**src/rtl/core/bsa_pkg.sv**
```systemverilog
package bsa_pkg;

	localparam int NUM_PROCS  = 5;
	localparam int NUM_RES    = 3;
	localparam int COUNT_BITS = 8;
	localparam int REG_BITS   = 24;
	localparam int NUM_REGS   = 6;

	localparam int PID_BITS     = 3;
	localparam int REQ_BITS     = 8;
	localparam int REG_IDX_BITS = 3;
	localparam int PIDX_BITS    = $clog2(NUM_PROCS);
	localparam int NFIN_BITS    = $clog2(NUM_PROCS + 1);
	localparam int ROW_BITS     = NUM_RES * COUNT_BITS;
	// tentative holding = held + request, need = claim - holding
	localparam int HOLD_BITS    = COUNT_BITS + 1;
	localparam int NEED_BITS    = COUNT_BITS + 2;
	// free plus every tentative holding, signed
	localparam int WORK_BITS    = HOLD_BITS + $clog2(NUM_PROCS + 1) + 1;

	localparam logic [REG_IDX_BITS-1:0] AVAIL_REG = REG_IDX_BITS'(5);

	typedef logic [1:0]            status_t;
	typedef logic [COUNT_BITS-1:0] count_t;
	typedef logic [REG_BITS-1:0]   word_t;

	localparam status_t ST_GRANTED = 2'd0;
	localparam status_t ST_OVER    = 2'd1;
	localparam status_t ST_UNSAFE  = 2'd2;
	localparam status_t ST_INVALID = 2'd3;

	localparam word_t MAX_CLAIM_RST [NUM_PROCS] = '{
		24'd197895, 24'd131587, 24'd131081, 24'd131586, 24'd197380
	};
	localparam word_t AVAIL_RST = 24'd460042;

	function automatic count_t field_of(input word_t word_v, input int r);
		word_t sh;
		sh = word_v >> (r * COUNT_BITS);
		return sh[COUNT_BITS-1:0];
	endfunction

endpackage

```
**src/rtl/core/bankers_safety_allocator.sv**
```systemverilog
// Banker's algorithm allocator for five processes and three resource types. Each request
// on the slave stream names a process and the units it wants of each resource; one result
// per request comes out on the master stream with the grant flag, a status code and the
// free units left. A bad process number or a request above the free units is answered
// without the safety check. Otherwise the safety check walks the per-process allocation
// memory, one process per cycle (one read port, registered read data), for at most five
// sweeps of five processes, and a grant adds a write-back state. A new request is taken
// once the previous one has moved to the output register. Writing initial_available
// reloads the free pool and drops all allocations; configuration is to be written only
// while idle, and the block itself does not enforce it.
module bankers_safety_allocator (
	input  logic        clk,
	input  logic        arst_n,
	// slave stream tdata: process_id[2:0], req_0[10:3], req_1[18:11], req_2[26:19]
	input  logic        s_axis_tvalid,
	output logic        s_axis_tready,
	input  logic [31:0] s_axis_tdata,
	// master stream tdata: granted[0], status[2:1], avail_0[10:3], avail_1[18:11],
	// avail_2[26:19]
	output logic        m_axis_tvalid,
	input  logic        m_axis_tready,
	output logic [31:0] m_axis_tdata,
	input  logic        cfg_valid,
	output logic        cfg_ready,
	input  logic [2:0]  cfg_index,
	input  logic [23:0] cfg_data
);

	localparam logic [1:0] S_IDLE   = 2'd0;
	localparam logic [1:0] S_CHECK  = 2'd1;
	localparam logic [1:0] S_COMMIT = 2'd2;
	localparam logic [1:0] S_FINISH = 2'd3;

	localparam int NP  = bsa_pkg::NUM_PROCS;
	localparam int NR  = bsa_pkg::NUM_RES;
	localparam int CB  = bsa_pkg::COUNT_BITS;
	localparam int PB  = bsa_pkg::PIDX_BITS;
	localparam int WB  = bsa_pkg::WORK_BITS;
	localparam int HB  = bsa_pkg::HOLD_BITS;
	localparam int NB  = bsa_pkg::NEED_BITS;
	localparam int RWB = bsa_pkg::ROW_BITS;

	localparam logic [PB-1:0] LAST_IDX = PB'(NP - 1);

	logic [1:0]                    state_q;
	logic [PB-1:0]                 pid_q;
	bsa_pkg::count_t               req_q     [NR];
	bsa_pkg::count_t               free_q    [NR];
	bsa_pkg::word_t                maxc_q    [NP];
	logic signed [WB-1:0]          work_q    [NR];
	logic [NP-1:0]                 done_q;
	logic [NP-1:0]                 valid_q;
	logic [bsa_pkg::NFIN_BITS-1:0] nfin_q;
	logic [PB-1:0]                 pass_q;
	logic                          prog_q;
	logic [PB-1:0]                 ptr_q;
	logic [RWB-1:0]                hold_p_q;
	bsa_pkg::status_t              status_q;
	logic                          m_tvalid_q;
	logic [31:0]                   m_tdata_q;

	// allocation memory, one row of NR counts per process
	logic [RWB-1:0] held_mem [NP];
	logic [RWB-1:0] rd_row_s1;
	logic           rd_rowvld_s1;
	logic           rd_vld_s1;
	logic [PB-1:0]  eval_idx_s1;

	// incoming request
	logic [bsa_pkg::PID_BITS-1:0] in_pid;
	bsa_pkg::count_t              in_req [NR];
	logic                         accept;
	logic                         in_over;
	logic                         in_invalid;

	// evaluation of one process against work
	logic [RWB-1:0]       row_v;
	logic [HB-1:0]        hold_v [NR];
	logic signed [NB-1:0] need_v [NR];
	logic                 fits;
	logic                 do_eval;
	logic                 take;
	logic [bsa_pkg::NFIN_BITS-1:0] nfin_nx;
	logic                 last_idx;

	// commit
	logic [RWB-1:0] commit_row;
	logic           commit_we;
	logic           out_load;

	assign s_axis_tready = (state_q == S_IDLE);
	assign accept        = s_axis_tvalid && s_axis_tready;
	assign cfg_ready     = 1'b1;
	assign m_axis_tvalid = m_tvalid_q;
	assign m_axis_tdata  = m_tdata_q;

	assign in_pid = s_axis_tdata[bsa_pkg::PID_BITS-1:0];

	always_comb begin
		in_over = 1'b0;
		for (int r = 0; r < NR; r++) begin
			in_req[r] = s_axis_tdata[bsa_pkg::PID_BITS + r*bsa_pkg::REQ_BITS +: CB];
			if (in_req[r] > free_q[r])
				in_over = 1'b1;
		end
	end

	assign in_invalid = ({1'b0, in_pid} >= (bsa_pkg::PID_BITS + 1)'(NP));

	always_comb begin
		row_v = rd_rowvld_s1 ? rd_row_s1 : '0;
		fits  = 1'b1;
		for (int r = 0; r < NR; r++) begin
			hold_v[r] = {1'b0, row_v[r*CB +: CB]}
				+ ((eval_idx_s1 == pid_q) ? {1'b0, req_q[r]} : HB'(0));
			need_v[r] = $signed({2'b00, bsa_pkg::field_of(maxc_q[eval_idx_s1], r)})
				- $signed({1'b0, hold_v[r]});
			if (WB'(need_v[r]) > work_q[r])
				fits = 1'b0;
		end
	end

	assign do_eval  = (state_q == S_CHECK) && rd_vld_s1;
	assign take     = do_eval && !done_q[eval_idx_s1] && fits;
	assign nfin_nx  = nfin_q + bsa_pkg::NFIN_BITS'(take);
	assign last_idx = (eval_idx_s1 == LAST_IDX);

	// saturating write-back of the granted row
	always_comb begin
		logic [CB:0] sum;
		sum = '0;
		for (int r = 0; r < NR; r++) begin
			sum = {1'b0, hold_p_q[r*CB +: CB]} + {1'b0, req_q[r]};
			commit_row[r*CB +: CB] = sum[CB] ? {CB{1'b1}} : sum[CB-1:0];
		end
	end

	assign commit_we = (state_q == S_COMMIT);
	assign out_load  = (state_q == S_FINISH) && (!m_tvalid_q || m_axis_tready);

	always_ff @(posedge clk) begin
		if (commit_we)
			held_mem[pid_q] <= commit_row;
		rd_row_s1 <= held_mem[ptr_q];
		if (do_eval && (eval_idx_s1 == pid_q))
			hold_p_q <= row_v;
	end

	always_ff @(posedge clk or negedge arst_n) begin
		if (!arst_n) begin
			state_q      <= S_IDLE;
			pid_q        <= '0;
			done_q       <= '0;
			valid_q      <= '0;
			nfin_q       <= '0;
			pass_q       <= '0;
			prog_q       <= 1'b0;
			ptr_q        <= '0;
			status_q     <= bsa_pkg::ST_GRANTED;
			rd_vld_s1    <= 1'b0;
			rd_rowvld_s1 <= 1'b0;
			eval_idx_s1  <= '0;
			m_tvalid_q   <= 1'b0;
			m_tdata_q    <= '0;
			for (int i = 0; i < NP; i++)
				maxc_q[i] <= bsa_pkg::MAX_CLAIM_RST[i];
			for (int r = 0; r < NR; r++) begin
				free_q[r] <= bsa_pkg::field_of(bsa_pkg::AVAIL_RST, r);
				req_q[r]  <= '0;
				work_q[r] <= '0;
			end
		end else begin
			rd_vld_s1    <= (state_q == S_CHECK);
			rd_rowvld_s1 <= valid_q[ptr_q];
			eval_idx_s1  <= ptr_q;

			if (out_load)
				m_tvalid_q <= 1'b1;
			else if (m_axis_tready)
				m_tvalid_q <= 1'b0;

			if (cfg_valid) begin
				if (cfg_index == bsa_pkg::AVAIL_REG) begin
					valid_q <= '0;
					for (int r = 0; r < NR; r++)
						free_q[r] <= bsa_pkg::field_of(cfg_data, r);
				end else if ({1'b0, cfg_index} < (bsa_pkg::REG_IDX_BITS + 1)'(NP)) begin
					maxc_q[cfg_index[PB-1:0]] <= cfg_data;
				end
			end

			unique case (state_q)
				S_IDLE: begin
					if (accept) begin
						pid_q <= in_pid[PB-1:0];
						for (int r = 0; r < NR; r++)
							req_q[r] <= in_req[r];
						if (in_invalid) begin
							status_q <= bsa_pkg::ST_INVALID;
							state_q  <= S_FINISH;
						end else if (in_over) begin
							status_q <= bsa_pkg::ST_OVER;
							state_q  <= S_FINISH;
						end else begin
							for (int r = 0; r < NR; r++)
								work_q[r] <= $signed({{(WB-CB){1'b0}}, free_q[r]})
									- $signed({{(WB-CB){1'b0}}, in_req[r]});
							done_q  <= '0;
							nfin_q  <= '0;
							pass_q  <= '0;
							prog_q  <= 1'b0;
							ptr_q   <= '0;
							state_q <= S_CHECK;
						end
					end
				end
				S_CHECK: begin
					ptr_q <= (ptr_q == LAST_IDX) ? '0 : ptr_q + 1'b1;
					if (do_eval) begin
						if (take) begin
							for (int r = 0; r < NR; r++)
								work_q[r] <= work_q[r] + $signed({{(WB-HB){1'b0}}, hold_v[r]});
							done_q[eval_idx_s1] <= 1'b1;
							nfin_q <= nfin_nx;
						end
						if (nfin_nx == bsa_pkg::NFIN_BITS'(NP)) begin
							state_q <= S_COMMIT;
						end else if (last_idx) begin
							// end of a sweep: stop when nobody finished or sweeps ran out
							if (!(prog_q || take) || pass_q == LAST_IDX) begin
								status_q <= bsa_pkg::ST_UNSAFE;
								state_q  <= S_FINISH;
							end else begin
								pass_q <= pass_q + 1'b1;
								prog_q <= 1'b0;
							end
						end else begin
							prog_q <= prog_q || take;
						end
					end
				end
				S_COMMIT: begin
					valid_q[pid_q] <= 1'b1;
					for (int r = 0; r < NR; r++)
						free_q[r] <= free_q[r] - req_q[r];
					status_q <= bsa_pkg::ST_GRANTED;
					state_q  <= S_FINISH;
				end
				S_FINISH: begin
					if (out_load) begin
						m_tdata_q  <= {5'd0, free_q[2], free_q[1], free_q[0], status_q,
							status_q == bsa_pkg::ST_GRANTED};
						state_q    <= S_IDLE;
					end
				end
				default: state_q <= S_IDLE;
			endcase
		end
	end

endmodule
```
**config.mk**
```make
export PLATFORM = sky130hd
export DESIGN_NAME = bankers_safety_allocator
export DESIGN_NICKNAME = d
export VERILOG_FILES = /design/src/rtl/core/bsa_pkg.sv /design/src/rtl/core/bankers_safety_allocator.sv
export SDC_FILE = /design/constraint.sdc
export NUM_CORES = 1
export LEC_CHECK = 0
export BUFFER_PORTS_ARGS = -buffer_cell sky130_fd_sc_hd__buf_4
export CAP_MARGIN = 10
export CORE_MARGIN = 2
export CORE_UTILIZATION = 55
export DETAILED_ROUTE_END_ITERATION = 8
export HOLD_SLACK_MARGIN = 0.03
export PLACE_DENSITY = 0.72
export REMOVE_ABC_BUFFERS = 1
export SLEW_MARGIN = 20
export SYNTH_ARGS = -nofsm -noshare
export SYNTH_HDL_FRONTEND = slang
export SYNTH_SLANG_ARGS = --single-unit
```
**constraint.sdc**
```tcl
create_clock -name clk -period 9.75 [get_ports clk]
set_input_delay 1.95 -clock clk [delete_from_list [all_inputs] [get_ports clk]]
set_output_delay 1.95 -clock clk [all_outputs]
set_load 0.01 [all_outputs]
```
After elaboration in Yosys (flattened, before gate mapping)
Memories as Yosys holds them, arrays and structs flattened. A register that Yosys moved wholly into a read port is not among the register bits. Index checks and enable logic that the tools add are counted.

Add/sub/neg operators: 21. Multipliers: 0. Divide/modulo/power cells: 0. Magnitude comparators: 16. Equality and inequality tests: 23. Shift-type cells: 0. Mux-type cells: 87. Bitwise operators: 5. Reduce and logical (&&, ||, !) cells: 32.

Operator list (count): $mux W39 (5); $mux W24 (7); $bwmux W120 (1); $pmux W39 S2 (1); $bmux W24 S3 (1); $demux W24 S3 (1); $add A8 B8 Y9 (6); $mux W8 (6); $mux W5 (8); $add A13 B10 Y13 (3); $gt A10 B13 Y1 (3); $mux W2 (15); $mux W3 (10); $sub A8 B9 Y10 (3); $sub A8 B8 Y9 (3); $gt A8 B8 Y1 (3); $sub A8 B8 Y8 (3); $mux W1 (21); $pmux W3 S2 (3); $ne A2 B2 Y1 const B (8); $eq A3 B3 Y1 const B (5); $reduce_and A7 Y1 (2); $lt A3 B4 Y1 const B (3); $or A5 B5 Y5 (2); 34 further kinds (61).

Bits in registers: 291. Latch bits: 0. Memory bits (writable): 120. Memory bits (read-only): 0. Bits of input ports: 64. Output and inout port bits: 35. Logic and storage cells: 214. Memories: 1.

Memories: held_mem (words 5, bits a word 24, rd ports 1, clocked after memory_dff 1, write ports 1, line bankers_safety_allocator.sv:63) `logic [RWB-1:0] held_mem [NP];`.

Depth between registers and ports, before layout
Gate-level depths: netlist of the first run.

Word-level depth: 18. Depth in mapped cells: 35. Depth with buffers taken out: 33.

Worst setup path before layout of the first run
Ideal clock, no wire load.

Kind: reg-to-reg. Start: reg eval_idx_s1[0]. End: reg state_q[1]. Library setup time: 0.083 ns. Data arrival time: 7.103 ns. Data required time: 9.667 ns. Slack: 2.565 ns. Stages on the path, launching flop included: 33. Path buffers: 2. Clock period less this slack: 7.185 ns. Cells stage by stage: dfrtp_1 -> buf_1 -> xor2_1 -> nor3_1 -> and2_1 -> ha_1 -> fa_1 -> inv_1 -> ha_1 -> nor2b_1 -> o21ai_0 -> a21boi_0 -> o21ai_0 -> a21boi_0 -> o21ai_0 -> nand2_1 -> o211ai_1 -> ha_1 -> a21oi_1 -> a21boi_0 -> o311ai_0 -> a21o_1 -> nand3b_1 -> nor3_1 -> clkbuf_1 -> ha_1 -> ha_1 -> nand3b_1 -> and2_1 -> a221oi_1 -> inv_1 -> a2111o_1 -> o21ai_0.

Word-level cells in the longest chain between the ends: 15. Elaborated cells between the ends (all ways): 37. Classes of those cells: add/sub: 7; order compare: 3; eq/ne: 5; mux: 14; bitwise: 1; reduce/logical: 7.

RTL lines: from (decl) (line bankers_safety_allocator.sv:67) `logic [PB-1:0] eval_idx_s1;`; from (signal assigned) (line bankers_safety_allocator.sv:175) `eval_idx_s1 <= ptr_q;`; branches (longest 15 deep; another with $gt A10 B13 Y1); to (signal assigned) (line bankers_safety_allocator.sv:200) `state_q <= S_FINISH;`; to (signal assigned) (line bankers_safety_allocator.sv:227) `state_q <= S_COMMIT;`; to (signal assigned) (line bankers_safety_allocator.sv:232) `state_q <= S_FINISH;`; to (decl) (line bankers_safety_allocator.sv:45) `logic [1:0] state_q;`.

Several ways; the timed one is not identified. The select of a mux whose other input is x is not followed. A chain may end at the register's enable or synchronous reset.

Worst setup path after layout of the first run
Ends and elaborated chain as after synthesis.

==> results of run 1 <==
==> state kept, by name, indices dropped and copies added, names as in the netlist <==
| signal | count |
|---|---|
| status_q | 2 |
| req_q | 24 |
| rd_row_s1 | 24 |
| maxc_q | 120 |
| pid_q | 3 |
| hold_p_q | 24 |
| rd_vld_s1 | 1 |
| rd_rowvld_s1 | 1 |
| nfin_q | 3 |
| pass_q | 3 |
| ptr_q | 3 |
| prog_q | 1 |
| valid_q | 5 |
| done_q | 5 |
| work_q | 39 |
| m_axis_tvalid | 1 |
| m_axis_tdata | 27 |
| held_mem | 120 |
| state_q | 2 |
| eval_idx_s1 | 3 |
| free_q | 24 |
==> critical path, delay by kind of cell, from the launching register on <==
kind	cells	cell delay, ns
adder cells (fa/ha/maj)	6	1.67
AND/OR/NAND/NOR	8	1.93
buffers and inverters	3	0.46
XOR/XNOR	2	0.43
flip-flops	1	0.60
AO/OA/AOI/OAI	13	2.71
==> layer usage <==
layer	global-route usage, %	vias to the layer above	routed length (um)
met4	10.1	0	2360
met2	42.6	364	28100
met1	33.4	8514	25300
met5	0	-	0
met3	3.94	117	2410
li1	-	8048	-
==> cell families (layout without fill, tap and decap cells) <==
logic type / after synthesis / after routing
AOI/OAI and AO/OA: 453 / 453
muxes: 281 / 281
buffers and inverters: 260 / 377
DFF: 435 / 435
xor gates and xnor gates: 95 / 95
other: 2 / 6
adders and majority gates: 211 / 211
and+or+nand+nor: 452 / 452
==> area by class of cell <==
cell class	count	area [um2]	share of cell area [%]
Tap cell	592	741	2.68
Multi-Input combinational cell	1498	12300	44.4
Sequential cell	435	11500	41.7
Timing Repair Buffer	115	911	3.29
Clock buffer	64	1320	4.77
Inverter	174	653	2.36
Clock inverter	24	235	0.851
==> layout by cell type (no fill, tap or decap), drive strengths merged, types with 16 or more instances in the layout <==
cell,instances
a21o,41
ha,193
nand2,130
o21ai,143
inv,176
nor3,23
edfxtp,144
dfrtp,238
o21bai,16
nor4,28
mux2i,56
clkbuf,64
dfstp,29
a22oi,21
dfxtp,24
and2,35
a21oi,101
xor2,29
nor2b,44
nand3,17
nor2,98
xnor2,66
clkinv,17
fa,18
mux4,32
a21boi,16
buf,115
mux2,193
nand2b,26
==> final timing paths <==
| path | start | end |
|---|---|---|
| max in group asynchronous | arst_n | maxc_q[41] |
| min reg2reg | held_mem[4][20] | rd_row_s1[20] |
| max reg2reg | eval_idx_s1[0] | state_q[1] |
| max | eval_idx_s1[0] | state_q[1] |
| min | held_mem[4][20] | rd_row_s1[20] |
| min in group asynchronous | arst_n | req_q[22] |
==> power breakdown <==
part	leakage, nW	switching (mW)	internal, mW
Sequential	4.67	0.393	2.58
Combinational	6.61	3.37	2.64
Clock	0.762	0.762	1.04
==> synth_stat cells (15+ instances only) <==
master / number / area share (%)
xnor2_1: 66 / 2.3
clkbuf_1: 60 / 0.91
inv_1: 173 / 2.6
mux2_2: 191 / 8.7
nand2b_1: 26 / 0.66
o22ai_1: 15 / 0.38
nor3_1: 23 / 0.47
a21oi_1: 100 / 2.0
fa_1: 18 / 1.5
dfrtp_1: 238 / 24
nor2_1: 97 / 1.5
nand2_1: 129 / 2.0
mux2i_1: 56 / 2.3
nor4_1: 28 / 0.71
a21boi_0: 16 / 0.49
edfxtp_1: 144 / 17
ha_1: 193 / 9.8
dfstp_2: 29 / 3.1
nor2b_1: 44 / 1.1
a21o_1: 41 / 1.2
xor2_1: 29 / 1.0
o21bai_1: 16 / 0.49
o21ai_0: 139 / 2.8
mux4_2: 32 / 2.9
and2_1: 34 / 0.86
dfxtp_1: 24 / 1.9
a22oi_1: 21 / 0.64
nand3_1: 17 / 0.34
==> flow_summary.yaml, run 1 <==
run_status:
  status: "finished, final reports clean"
run:
  maxCapViolCount: 0
clocking:
  h-tree-depth: 2
  cts_setup_buffers: 0
  clock-sinks: 435
  cts_tree: "done"
  numCtsBuffers: 47
  cts-resized-gates: 0
  root_buffer: "clkbuf_16"
  postCtsHoldBufs: 0
  clock_latency_ns: 0.60
  clk_path_buf_depth: 3
  path_clk_slew_ns: 0.06
global_route:
  first_global_vias: 17700
  grt_pass1_wl_mm: 94.1
  antenna_found_initial: 0
  grtUsageTotal_pct: 25.5
  grt_start_max_net_pins: 188
  grt_overflow: 0
synthesis:
  async_flop_share_pct: 61.4
  ys_ff_latch: 435
  synth-adder-area-share_pct: 11.2
  ys.flop_type: "dfrtp_1"
  yosys_warnings: 0
  synth_xor_area_share_pct: 3.36
  synthSimpleGateAreaFrac_pct: 9.14
  synth_top_family_by_area: "multiplexers"
  yosysSeqAreaShare_pct: 46.6
  muxShareOfSynthArea_pct: 14.0
  synth_cells: 2189
  syn_area_per_cell_um2: 11.3
  synth_edf_count: 144
  synth_compound_area_share_pct: 11.5
  synth.cell_area_mm2: 0.0247
  synth_cell_types: 81
worst_setup_path:
  path_max_fanout: 19
  crit_required_ns: 10.26
  reg2reg_slack_ns: 1.85
  worst_setup_path_end_kind: "flip-flop"
  crit_arrival_ns: 8.41
  reg2regPathDepth: 32
  crit_type: "reg2reg"
  critPathLaunchType: "flip-flop"
  cp_slowest_stage_delay_ns: 0.64
  cp_common_cell: "ha_1"
  critical_path.slowest_cell: "nor3_2"
power_and_ir_drop:
  power_density_mw_per_mm2: 390
  p_total_mw: 10.8
  leakage_nw: 12.0
  max-vdd-ir-drop_uv: 324
layout:
  nFillCells: 3589
  nNetsFinal: 2546
  fin_cells: 2902
  stdcell_area_mm2: 0.0277
  syn2layout_area_growth_pct: 11.8
  num_antenna_cells: 0
  utilization_pct: 62.4
  layout-drive-gt1-share_pct: 20.2
floorplanning:
  fp.dieArea_mm2: 0.0467
  die_y_um: 216
  coreArea_mm2: 0.0443
  dieWidth_um: 216
  io_pins: 99
  floorplan.initialDensity_pct: 55.8
  fp-row-count: 77
placement:
  hpwl_mm: 41.4
  place_inst: 2813
  gp_congestion: 0.887
  io_buffers: 87
  dp_slack_ns: 1.99
  post_dp_cell_area_mm2: 0.0261
routing:
  routed_wl_mm: 58.2
  via_count: 17000
  wl_per_cell_um: 20.0
  drc: 0
  drt_iter0_markers: 1047
  avgViaCountPerCell: 5.87
  final_antenna_net_count: 0
  dr.pass1.iters: 6
timing:
  slew-limit-headroom_pct: 28.9
  fin_crit_ns: 7.90
  hold_slack_ns: 0.469
  post-route-period-util_pct: 81.1
  worst_slack_ns: 1.85
  worst_slew_pin_slew_ns: 1.07
  finalSetupTns_ns: 0
  rsz0062_at_grt: "no"
  finClkSkew_ns: 0.0200
  slew_violations: 0
  final_hold_viol_count: 0
  fmax_mhz: 127
  setup_viol: 0
hold_path:
  hp-class: "reg2reg"
  worstHoldPathCells: 1
(Power assumes the default switching activity.)
==> run 2: changes to the inputs <==
Clock period 9.75 ns to 7.7 ns, I/O delays scaled along.
==> run 2 against run 1 <==
  * Register-to-register slack got worse by 1.2 ns
  * First-iteration DRC count rose by 21%
  * Die area did not move
  * Critical path depth fell by 3
  * Flip-flop and latch count did not move
  * Global-route usage fell by 0.33 points
  * Largest power group unchanged
==> flow_summary.yaml, run 2 (same netlist as run 1, synthesis figures left out) <==
clocking:
  cts_setup_buffers: 0
  clock-sinks: 435
  h-tree-depth: 2
  root_buffer: "clkbuf_16"
  path_clk_slew_ns: 0.06
  cts_tree: "done"
  clk_path_buf_depth: 3
  numCtsBuffers: 48
  clock_latency_ns: 0.60
worst_setup_path:
  crit_arrival_ns: 7.52
  cp_common_cell: "ha_1"
  critical_path.slowest_cell: "nor4_1"
  cp_slowest_stage_delay_ns: 0.49
  path_max_fanout: 18
  crit_type: "reg2reg"
  worst_setup_path_end_kind: "flip-flop"
  critPathLaunchType: "flip-flop"
  crit_required_ns: 8.18
timing:
  final_hold_viol_count: 0
  finClkSkew_ns: 0.0294
  slew_violations: 0
  fmax_mhz: 142
  slew-limit-headroom_pct: 20.9
  rsz0062_at_grt: "no"
  worst_slew_pin_slew_ns: 1.19
  fin_crit_ns: 7.04
  setup_viol: 0
  post-route-period-util_pct: 91.4
floorplanning:
  dieWidth_um: 216
  floorplan.initialDensity_pct: 55.8
  coreArea_mm2: 0.0443
  die_y_um: 216
  fp-row-count: 77
  io_pins: 99
  fp.dieArea_mm2: 0.0467
run_status:
  status: "finished, final reports clean"
placement:
  hpwl_mm: 42.0
  post_dp_cell_area_mm2: 0.0261
  place_inst: 2818
  gp_congestion: 0.875
  io_buffers: 87
global_route:
  grt_start_max_net_pins: 178
  grt_pass1_wl_mm: 92.4
  first_global_vias: 17400
  grtUsageTotal_pct: 25.1
  grt_overflow: 0
  antenna_found_initial: 0
routing:
  dr.pass1.iters: 5
  via_count: 17000
  wl_per_cell_um: 20.0
  avgViaCountPerCell: 5.85
  drt_iter0_markers: 1270
  routed_wl_mm: 58.2
  final_antenna_net_count: 0
  drc: 0
power_and_ir_drop:
  p_int_mw: 8.00
  max-vdd-ir-drop_uv: 278
  power_density_mw_per_mm2: 495
  p_seq_share_pct: 27.4
  pwr-share-comb_pct: 55.9
  p_clk_share_pct: 16.7
  leakage_nw: 12.1
  swShare_pct: 41.6
  switchingPower_mw: 5.71
  p_total_mw: 13.7
layout:
  num_antenna_cells: 0
  layout-drive-gt1-share_pct: 20.6
  syn2layout_area_growth_pct: 12.1
  layout_commonest_cell: "dfrtp_1"
  top_regs: "held_mem (120), maxc_q (120), work_q (39)"
  fin_cells: 2907
  nNetsFinal: 2551
  stdcell_area_mm2: 0.0277
  layout_common_cells: "dfrtp_1, mux2_2, ha_1"
run:
  maxCapViolCount: 0
hold_path:
  hp-class: "reg2reg"
==> run 2: stage by stage <==
| step | worst slack, ns | hold WS (ns) | setup TNS, ns | util (%) |
|---|---|---|---|---|
| CTS | 0.321 | 0.472 | 0 | 62.5 |
| detailed placement | 0.432 | 0.461 | 0 | 58.9 |
| finish | 0.664 | 0.467 | 0 | 62.5 |
| floorplan | -1.19 | 0.412 | -40.74 | - |
| global placement | 0.587 | 0.454 | 0 | 58.9 |
| global route | 0.00658 | 0.483 | 0 | 62.5 |
==> run 2: layout make-up <==
type	instances	area, um2
clock buffer	73	1440
clock inverter	16	148
fill	3566	16600
inverter	174	653
multi-input combinational	1498	12300
sequential	435	11500
tap	592	741
timing repair buffer	119	913
==> run 2: power groups by stage <==
stage / registers (mW) / clock network [mW] / logic [mW]
2_1_floorplan: 3.70 / 0 / 5.63
3_3_place_gp: 3.76 / 0 / 7.28
3_5_place_dp: 3.79 / 0 / 7.57
4_1_cts: 3.76 / 2.34 / 7.63
5_1_grt: 3.83 / 2.42 / 8.68
6_report: 3.76 / 2.29 / 7.66
==> run 2: final timing paths <==
path / from / cells after the start / slack (ns) / endpoint
max in group asynchronous: arst_n / 2 / 5.17 / work_q[21]
hold / removal: held_mem[4][19] / 1 / 0.47 / rd_row_s1[19]
hold reg to reg: held_mem[4][19] / 1 / 0.47 / rd_row_s1[19]
setup / recovery: pid_q[1] / 29 / 0.66 / status_q[1]
min in group asynchronous: arst_n / 1 / 0.95 / req_q[21]
setup reg to reg: pid_q[1] / 29 / 0.66 / status_q[1]
==> run 2: timing repair <==
item | 4_1_cts | 5_1_grt
setup endpoints to repair | 0 | 8
hold buffers | 0 | 0
gates resized for setup | 0 | 9
==> run 2: per-layer routing <==
metal  vias up  track usage [%]  part of all wire, %
li1       8052                -                    -
met1      8499             32.6                   43
met2       370             42.4                   49
met3        98             3.62                  4.4
met4         0             10.4                  3.8
met5         -                0                    0
==> run 2: worst max-delay path: cells and delay by family (launching register included) <==
family          cells  cell delay, ns
compound gates     11            2.23
simple gates        7            1.64
fa+ha+maj           5            1.42
xor+xnor            3            0.57
flops               1            0.47
buf+inv             2            0.33
mux                 1            0.28
